===== config.mk =====
export PLATFORM = sky130hd
export DESIGN_NAME = sorted_list_engine
export DESIGN_NICKNAME = d
export VERILOG_FILES = /design/src/design/sle_pkg.sv /design/src/design/sorted_list_engine.sv /design/src/design/sle_mem.sv /design/src/design/sle_outreg.sv /design/src/design/sle_ctrl.sv
export SDC_FILE = /design/constraint.sdc
export NUM_CORES = 1
export LEC_CHECK = 0
export ABC_AREA = 1
export BUFFER_PORTS_ARGS = -buffer_cell sky130_fd_sc_hd__buf_2
export CORE_MARGIN = 3
export CORE_UTILIZATION = 50
export DETAILED_ROUTE_END_ITERATION = 8
export MAX_ROUTING_LAYER = met4
export PLACE_DENSITY = 0.66
export RECOVER_POWER = 25
export SETUP_SLACK_MARGIN = 0.4
export SLEW_MARGIN = 30
export SYNTH_ARGS = -nofsm -noshare
export SYNTH_HDL_FRONTEND = slang
export SYNTH_SLANG_ARGS = --single-unit

===== constraint.sdc =====
create_clock -name clk -period 8.25 [get_ports clk]
set_input_delay 0.4125 -clock clk [delete_from_list [all_inputs] [get_ports clk]]
set_output_delay 0.4125 -clock clk [all_outputs]
set_load 0.05 [all_outputs]

===== src/design/sle_pkg.sv =====
// Shared types and codes for the sorted list engine.
`timescale 1ns / 1ps

package sle_pkg;

  // Field widths fixed by the item formats
  localparam int unsigned OP_W    = 3;
  localparam int unsigned VALUE_W = 32;
  localparam int unsigned STAT_W  = 2;
  localparam int unsigned COUNT_W = 5;

  // Operation codes
  localparam logic [OP_W-1:0] OP_INSERT = 3'd0;
  localparam logic [OP_W-1:0] OP_FIND   = 3'd1;
  localparam logic [OP_W-1:0] OP_REMOVE = 3'd2;
  localparam logic [OP_W-1:0] OP_SHOW   = 3'd3;
  localparam logic [OP_W-1:0] OP_CLEAR  = 3'd4;

  // Result status codes
  localparam logic [STAT_W-1:0] ST_OK       = 2'd0;
  localparam logic [STAT_W-1:0] ST_NOTFOUND = 2'd1;
  localparam logic [STAT_W-1:0] ST_FULL     = 2'd2;
  localparam logic [STAT_W-1:0] ST_EMPTY    = 2'd3;

  typedef struct packed {
    logic [OP_W-1:0]           op;
    logic signed [VALUE_W-1:0] value;
  } req_item_t;

  typedef struct packed {
    logic signed [VALUE_W-1:0] element;
    logic                      found;
    logic [STAT_W-1:0]         status;
    logic [COUNT_W-1:0]        count_after;
    logic                      last;
  } rsp_item_t;

  typedef enum logic [2:0] {
    S_IDLE,
    S_START,
    S_READ,
    S_EVAL,
    S_PLACE
  } ctrl_state_t;

endpackage


===== src/design/sorted_list_engine.sv =====
// Insert, find and remove work one entry at a time, each with a read and an evaluation step.
// Show and clear emit one entry per read; an empty list or a full insert is answered from the start state.
// One item is worked at a time; the single read port of the entry store sets the pace.
// Results sit in an output register, so a new item is taken while one waits.
// Reset clears the entry count and the sequencer; stored words are left as they are.
`timescale 1ns / 1ps

module sorted_list_engine #(
  parameter int unsigned DEPTH = 16
) (
  input  logic                clk,
  input  logic                rst,
  input  logic                req_valid,
  output logic                req_ready,
  input  sle_pkg::req_item_t  req,
  output logic                rsp_valid,
  input  logic                rsp_ready,
  output sle_pkg::rsp_item_t  rsp
);

  localparam int unsigned IW = $clog2(DEPTH);

  logic                          out_free;
  logic                          emit;
  sle_pkg::rsp_item_t            res;
  logic                          we;
  logic [IW-1:0]                 waddr;
  logic [sle_pkg::VALUE_W-1:0]   wdata;
  logic                          re;
  logic [IW-1:0]                 raddr;
  logic [sle_pkg::VALUE_W-1:0]   rdata;

  // Sequencer
  sle_ctrl #(
    .DEPTH (DEPTH)
  ) u_ctrl (
    .clk       (clk),
    .rst       (rst),
    .req_valid (req_valid),
    .req_ready (req_ready),
    .req       (req),
    .out_free  (out_free),
    .emit      (emit),
    .res       (res),
    .we        (we),
    .waddr     (waddr),
    .wdata     (wdata),
    .re        (re),
    .raddr     (raddr),
    .rdata     (rdata)
  );

  // Entry store
  sle_mem #(
    .DEPTH (DEPTH)
  ) u_mem (
    .clk   (clk),
    .we    (we),
    .waddr (waddr),
    .wdata (wdata),
    .re    (re),
    .raddr (raddr),
    .rdata (rdata)
  );

  // Result register
  sle_outreg u_outreg (
    .clk       (clk),
    .rst       (rst),
    .load      (emit),
    .item      (res),
    .free      (out_free),
    .rsp_valid (rsp_valid),
    .rsp_ready (rsp_ready),
    .rsp       (rsp)
  );

endmodule


===== src/design/sle_mem.sv =====
// Entry store: single write port, single registered read port.
`timescale 1ns / 1ps

module sle_mem #(
  parameter int unsigned DEPTH = 16,
  localparam int unsigned IW   = $clog2(DEPTH)
) (
  input  logic                           clk,
  input  logic                           we,
  input  logic [IW-1:0]                  waddr,
  input  logic [sle_pkg::VALUE_W-1:0]    wdata,
  input  logic                           re,
  input  logic [IW-1:0]                  raddr,
  output logic [sle_pkg::VALUE_W-1:0]    rdata
);

  logic [sle_pkg::VALUE_W-1:0] mem [DEPTH];

  // Write port
  always_ff @(posedge clk) begin
    if (we) begin
      mem[waddr] <= wdata;
    end
  end

  // Read port, data held until the next read
  always_ff @(posedge clk) begin
    if (re) begin
      rdata <= mem[raddr];
    end
  end

endmodule


===== src/design/sle_outreg.sv =====
// Result register between the sequencer and the result channel.
`timescale 1ns / 1ps

module sle_outreg (
  input  logic                clk,
  input  logic                rst,
  input  logic                load,
  input  sle_pkg::rsp_item_t  item,
  output logic                free,
  output logic                rsp_valid,
  input  logic                rsp_ready,
  output sle_pkg::rsp_item_t  rsp
);

  logic full;

  // Hold a result until taken
  always_ff @(posedge clk) begin
    if (rst) begin
      full <= 1'b0;
    end else if (load) begin
      full <= 1'b1;
    end else if (rsp_ready) begin
      full <= 1'b0;
    end
  end

  always_ff @(posedge clk) begin
    if (load) begin
      rsp <= item;
    end
  end

  assign free      = !full || rsp_ready;
  assign rsp_valid = full;

endmodule


===== src/design/sle_ctrl.sv =====
// Sequencer: scans, shifts and emits over the entry store.
`timescale 1ns / 1ps

module sle_ctrl #(
  parameter int unsigned DEPTH = 16,
  localparam int unsigned IW   = $clog2(DEPTH),
  localparam int unsigned CW   = $clog2(DEPTH + 1)
) (
  input  logic                           clk,
  input  logic                           rst,
  input  logic                           req_valid,
  output logic                           req_ready,
  input  sle_pkg::req_item_t             req,
  input  logic                           out_free,
  output logic                           emit,
  output sle_pkg::rsp_item_t             res,
  output logic                           we,
  output logic [IW-1:0]                  waddr,
  output logic [sle_pkg::VALUE_W-1:0]    wdata,
  output logic                           re,
  output logic [IW-1:0]                  raddr,
  input  logic [sle_pkg::VALUE_W-1:0]    rdata
);

  localparam int unsigned CNT_OUT_W = sle_pkg::COUNT_W;
  localparam logic [CW-1:0] FULL_CNT = CW'(DEPTH);

  sle_pkg::ctrl_state_t state, state_next;

  logic [sle_pkg::OP_W-1:0]           op_r, op_r_next;
  logic signed [sle_pkg::VALUE_W-1:0] val_r, val_r_next;
  logic [CW-1:0]                      n, n_next;
  logic [CW-1:0]                      idx, idx_next;
  logic                               hit, hit_next;

  logic [CW-1:0]                      n_m1, idx_m1, idx_p1;
  logic                               last_scan;
  logic                               hit_now;
  logic signed [sle_pkg::VALUE_W-1:0] d;

  assign n_m1      = n - 1'b1;
  assign idx_m1    = idx - 1'b1;
  assign idx_p1    = idx + 1'b1;
  assign last_scan = (idx == n_m1);
  assign d         = $signed(rdata);
  assign hit_now   = hit || (d == val_r);

  // State register
  always_ff @(posedge clk) begin
    if (rst) begin
      state <= sle_pkg::S_IDLE;
    end else begin
      state <= state_next;
    end
  end

  // Working registers
  always_ff @(posedge clk) begin
    if (rst) begin
      n   <= '0;
      idx <= '0;
      hit <= 1'b0;
    end else begin
      n   <= n_next;
      idx <= idx_next;
      hit <= hit_next;
    end
  end

  always_ff @(posedge clk) begin
    op_r  <= op_r_next;
    val_r <= val_r_next;
  end

  // Next state, store accesses and results
  always_comb begin
    state_next = state;
    op_r_next  = op_r;
    val_r_next = val_r;
    n_next     = n;
    idx_next   = idx;
    hit_next   = hit;
    req_ready  = 1'b0;
    emit       = 1'b0;
    res        = '0;
    we         = 1'b0;
    waddr      = idx[IW-1:0];
    wdata      = val_r;
    re         = 1'b0;
    raddr      = idx[IW-1:0];

    case (state)
      sle_pkg::S_IDLE: begin
        req_ready = 1'b1;
        if (req_valid) begin
          op_r_next  = req.op;
          val_r_next = req.value;
          state_next = sle_pkg::S_START;
        end
      end

      sle_pkg::S_START: begin
        hit_next = 1'b0;
        idx_next = '0;
        res.last = 1'b1;
        case (op_r)
          sle_pkg::OP_INSERT: begin
            if (n == FULL_CNT) begin
              res.status      = sle_pkg::ST_FULL;
              res.count_after = CNT_OUT_W'(n);
              if (out_free) begin
                emit       = 1'b1;
                state_next = sle_pkg::S_IDLE;
              end
            end else if (n == '0) begin
              state_next = sle_pkg::S_PLACE;
            end else begin
              idx_next   = n;
              state_next = sle_pkg::S_READ;
            end
          end
          sle_pkg::OP_FIND, sle_pkg::OP_REMOVE, sle_pkg::OP_SHOW, sle_pkg::OP_CLEAR: begin
            if (n == '0) begin
              res.status = sle_pkg::ST_EMPTY;
              if (out_free) begin
                emit       = 1'b1;
                state_next = sle_pkg::S_IDLE;
              end
            end else begin
              state_next = sle_pkg::S_READ;
            end
          end
          default: begin
            state_next = sle_pkg::S_IDLE;
          end
        endcase
      end

      sle_pkg::S_READ: begin
        re         = 1'b1;
        raddr      = (op_r == sle_pkg::OP_INSERT) ? idx_m1[IW-1:0] : idx[IW-1:0];
        state_next = sle_pkg::S_EVAL;
      end

      sle_pkg::S_EVAL: begin
        case (op_r)
          // Walk down from the top, shifting up every entry not below the value
          sle_pkg::OP_INSERT: begin
            if (d < val_r) begin
              state_next = sle_pkg::S_PLACE;
            end else begin
              we         = 1'b1;
              waddr      = idx[IW-1:0];
              wdata      = rdata;
              idx_next   = idx_m1;
              state_next = (idx_m1 == '0) ? sle_pkg::S_PLACE : sle_pkg::S_READ;
            end
          end

          // Stop at the first match or at the end of the list
          sle_pkg::OP_FIND: begin
            res.last        = 1'b1;
            res.count_after = CNT_OUT_W'(n);
            if (d == val_r) begin
              res.found  = 1'b1;
              res.status = sle_pkg::ST_OK;
              if (out_free) begin
                emit       = 1'b1;
                state_next = sle_pkg::S_IDLE;
              end
            end else if (last_scan) begin
              res.status = sle_pkg::ST_NOTFOUND;
              if (out_free) begin
                emit       = 1'b1;
                state_next = sle_pkg::S_IDLE;
              end
            end else begin
              idx_next   = idx_p1;
              state_next = sle_pkg::S_READ;
            end
          end

          // Once the first match is seen, move every later entry down by one
          sle_pkg::OP_REMOVE: begin
            res.last = 1'b1;
            if (hit_now) begin
              res.status      = sle_pkg::ST_OK;
              res.count_after = CNT_OUT_W'(n_m1);
            end else begin
              res.status      = sle_pkg::ST_NOTFOUND;
              res.count_after = CNT_OUT_W'(n);
            end
            waddr = idx_m1[IW-1:0];
            wdata = rdata;
            if (!last_scan) begin
              we         = hit;
              hit_next   = hit_now;
              idx_next   = idx_p1;
              state_next = sle_pkg::S_READ;
            end else if (out_free) begin
              we         = hit;
              emit       = 1'b1;
              n_next     = hit_now ? n_m1 : n;
              state_next = sle_pkg::S_IDLE;
            end
          end

          // Emit one entry per read, draining the count on clear
          sle_pkg::OP_SHOW, sle_pkg::OP_CLEAR: begin
            res.element     = d;
            res.status      = sle_pkg::ST_OK;
            res.last        = last_scan;
            res.count_after = (op_r == sle_pkg::OP_CLEAR) ?
                              CNT_OUT_W'(n_m1 - idx) : CNT_OUT_W'(n);
            if (out_free) begin
              emit = 1'b1;
              if (last_scan) begin
                if (op_r == sle_pkg::OP_CLEAR) begin
                  n_next = '0;
                end
                state_next = sle_pkg::S_IDLE;
              end else begin
                idx_next   = idx_p1;
                state_next = sle_pkg::S_READ;
              end
            end
          end

          default: begin
            state_next = sle_pkg::S_IDLE;
          end
        endcase
      end

      // Drop the new value into the gap
      sle_pkg::S_PLACE: begin
        res.status      = sle_pkg::ST_OK;
        res.last        = 1'b1;
        res.count_after = CNT_OUT_W'(n + 1'b1);
        if (out_free) begin
          we         = 1'b1;
          emit       = 1'b1;
          n_next     = n + 1'b1;
          state_next = sle_pkg::S_IDLE;
        end
      end

      default: begin
        state_next = sle_pkg::S_IDLE;
      end
    endcase
  end

endmodule

==> impl_summary.txt <==
----------------------------------------------------
[STA]
  Fin worst setup slack ... around 2.3 ns
  Worst clock skew on the final layout ... between 0.03 and 0.04 ns
  Min Tclk post-route ... approximately 6.0 ns
  Worst relative slew slack ... -0.544
  Count of final hold-check violations ... 0
  Fin. max-slew vios ... roughly 210
  Final-layout setup total negative slack ... 0 ns
  Number of setup violations in the final report ... 0
  Share of the cycle needed by the critical path after routing ... 0.721
  RSZ-0062 raised after global routing ... no
  Highest clock frequency the design can meet ... 168 MHz
  Slew at the pin closest to its max-slew limit ... approximately 2.3 ns

[GRT]
  Largest net degree at the start of global routing ... roughly 270
  Met1 routing resource usage after global routing ... 0.362
  Met3 Usage GRT ... 0.0442
  GRT Util Overall ... 0.259
  Met2 track demand over resource ... 0.390
  Wire length of the first global-routing pass ... between 100000 and 150000 um
  Number of antenna violations at the first check in global routing ... 1
  Via count of the first global-routing pass ... approximately 18000
  Gr busiest metal ... met2
  Total congestion overflow ... 0

[Run]
  Max-Cap Viols ... 7

[Final layout]
  Net total in the final layout ... ~2700
  Commonest cells after routing, fill and taps aside ... 620 x sky130_fd_sc_hd__edfxtp_1, 412 x sky130_fd_sc_hd__inv_1, 304 x sky130_fd_sc_hd__nand2_1, 237 x sky130_fd_sc_hd__o21ai_0, 207 x sky130_fd_sc_hd__a21oi_1
  Final Util ... 0.572
  Final non-filler cell total ... around 3400
  Most frequent standard cell in the layout excluding fill and tap cells ... sky130_fd_sc_hd__edfxtp_1
  Area growth from synthesis to layout ... 12.8%
  Fraction of final layout cells sized beyond drive strength 1 ... 0.0778
  Design area ... between 30000 and 40000 um2

[Placed design]
  Number of cells in the design after placement ... around 3200
  Global placer's final weighted congestion ... 0.907
  Placed standard-cell area ... just under 30000 um2
  Post-DP HPWL ... between 40000 and 50000 um
  Setup slack after placement ... approximately 3.8 ns
  # port buffers ... 81

[CTS]
  Number of buffers created by CTS ... 67
  Total setup buffers inserted after CTS ... 0
  Clock latency of the later-clocked register in the worst-skew pair ... roughly 0.62 ns
  Maximum number of buffers from clock root to sink ... 3
  Register clock-pin slew on the reported worst setup and hold paths ... roughly 0.060 ns
  Number of H-tree levels ... 3
  Library cell used as clock root buffer ... sky130_fd_sc_hd__clkbuf_16
  Clock sink count ... roughly 640
  TritonCTS clock tree ... built

[Synth]
  Number of synthesized flops with an enable pin ... 620
  Main flop type after synthesis ... sky130_fd_sc_hd__edfxtp_1
  Part of the Yosys area used for sequential elements ... 0.675
  Unique masters post-synth ... a little under 50
  Async SR Flop Fraction ... 0
  Count of warnings emitted by yosys ... 0
  Mapped Cells ... around 2500
  Cell area after technology mapping ... about 28000 um2
  Mean instance size in the synthesized netlist ... 11.3 um2
  Mapped Nets ... 2556
  Flip-flop and latch count after synthesis ... approximately 640

[Setup path]
  Required time worst endpoint ... about 8.5 ns
  WP data arrival ... a little over 6 ns
  Critical path peak fanout ... 21
  Element type at the critical path end ... flip-flop
  Kind of critical path ... reg -> reg
  Crit path launch type ... flip-flop

[Drt]
  Average detailed-routed wire length per instance ... roughly 22 um
  Number of DRC violations after detailed-routing iteration 0 ... around 2100
  Mean number of vias per cell ... about 5.7
  Total via count after detailed routing ... ~19000
  Post-Route WL ... between 70000 and 80000 um
  Number of design rule violations left after detail routing ... 0
  Antenna Violating Nets Remaining ... 0
  Total iterations of the first detailed-routing run ... 6

[Floorplanning]
  Overall die width ... 243 um
  Standard-cell row count ... 86
  Top-Level Pins ... 82
  Core Area ... between 50000 and 60000 um2
  Die Y ... roughly 240 um
  Full die area ... approximately 60000 um2
  Initial core utilization ... 0.507

[Pwr]
  Total power divided by cell area ... between 200 and 250 nW/um2
  Switching power as a share of total power ... 0.230
  Logic gate share of total power ... 0.076
  Sequential group share of total power ... 0.505
  P_leak ... 11.8 nW
  Switching pwr ... about 1.6 mW
  IR Drop Worst-Case VDD ... roughly 0.16 mV
  Relative contribution of the clock network to total power ... 0.419
  Internal power contribution ... between 5 and 6 mW

[Status]
  Result of the run ... finished with violations
  Failing checks ... max-capacitance violations, max-slew violations

[Worst hold path]
  Hold/Removal Path Class ... in -> reg

----------------------------------------------------
[per-layer routing]
metal  wire length [um]  vias up  part of all wire
met5                  0        -                 0
met2              33800      796              0.45
li1                   -     8888                 -
met1              31900     9237              0.43
met3               6290      151             0.085
met4               2300        0             0.031
[cell usage after synthesis, types with 17 or more instances]
cell	instances	area (um2)
sky130_fd_sc_hd__a21oi_1	207	1040
sky130_fd_sc_hd__buf_1	17	63.8
sky130_fd_sc_hd__buf_2	39	195
sky130_fd_sc_hd__buf_4	19	143
sky130_fd_sc_hd__clkbuf_1	49	184
sky130_fd_sc_hd__edfxtp_1	620	18600
sky130_fd_sc_hd__ha_1	42	526
sky130_fd_sc_hd__inv_1	409	1540
sky130_fd_sc_hd__nand2_1	300	1130
sky130_fd_sc_hd__nand3_1	166	831
sky130_fd_sc_hd__nor2_1	102	383
sky130_fd_sc_hd__o211ai_1	99	743
sky130_fd_sc_hd__o21ai_0	234	1170
sky130_fd_sc_hd__o21ai_1	26	130
sky130_fd_sc_hd__o221ai_1	48	420
[through the flow]
step                      power [mW]  hold slack, ns
after floorplan                 4.00           0.482
after global placement          4.17           0.554
after detailed placement        4.18           0.561
after CTS                       7.14         0.00454
after global routing            7.33          0.0642
final                           7.11          0.0885
[sequential cells by signal, summed over array words and instances, names as in the netlist]
signal              count
u_ctrl.hit              1
u_ctrl.state            3
u_outreg.rsp_valid      1
u_ctrl.val_r           32
u_ctrl.n                5
u_ctrl.idx              5
u_outreg.rsp           41
u_mem.rdata            32
u_ctrl.op_r             3
u_mem.mem             512
[final cells by class]
type,count,area [um2]
fillers,4704,23700
inverters,424,1600
clock buffers,83,1780
flip-flops and latches,635,18900
repair buffers,166,1090
diodes,1,2.50
well taps,748,936
multi-input cells,1285,6950
clock inverters,29,363
[final timing paths]
kind | start | endpoint | slack [ns] | depth (start not counted)
setup / recovery | u_ctrl.state[0] | u_mem.mem[10][27] | 2.30 | 13
hold reg to reg | u_ctrl.hit | u_ctrl.hit | 0.58 | 2
setup reg to reg | u_ctrl.state[0] | u_mem.mem[10][27] | 2.30 | 13
hold / removal | req[8] | u_ctrl.val_r[8] | 0.09 | 1
[logic make-up (layout without fill, tap and decap cells)]
group / count (synthesis) / in the layout / share of synthesized area
DFF: 635 / 635 / 0.675
other: 0 / 1 / 0
xor gates and xnor gates: 12 / 12 / 0.00442
and+or+nand+nor: 595 / 595 / 0.0910
buffers and inverters: 554 / 702 / 0.0796
adders and majority gates: 43 / 43 / 0.0195
AOI/OAI and AO/OA: 635 / 635 / 0.131
[worst max-delay path: stages, from the launching register on]
cell,delay [ns]
sky130_fd_sc_hd__dfxtp_1,0.35
sky130_fd_sc_hd__inv_1,0.07
sky130_fd_sc_hd__nor2_1,0.26
sky130_fd_sc_hd__inv_1,0.16
sky130_fd_sc_hd__nor2_1,0.82
sky130_fd_sc_hd__inv_1,0.58
sky130_fd_sc_hd__nor2_1,0.44
sky130_fd_sc_hd__inv_1,0.26
sky130_fd_sc_hd__o21ai_0,0.54
sky130_fd_sc_hd__inv_1,0.12
sky130_fd_sc_hd__nor2_1,0.18
sky130_fd_sc_hd__inv_1,0.07
sky130_fd_sc_hd__nor2_1,1.15
sky130_fd_sc_hd__buf_4,0.57
[repair_timing]
action	in CTS	in global routing
hold buffers	21	0
setup endpoints to repair	0	0
hold endpoints to repair	21	0
resized for setup	0	0
[power by group through the flow]
stage / clock network (mW) / logic (mW) / registers, mW
after floorplan: 0 / 0.346 / 3.66
after global placement: 0 / 0.519 / 3.65
after detailed placement: 0 / 0.526 / 3.65
after CTS: 3.02 / 0.538 / 3.58
after global routing: 3.15 / 0.595 / 3.59
final: 2.98 / 0.539 / 3.59
(Power assumes the default switching activity.)
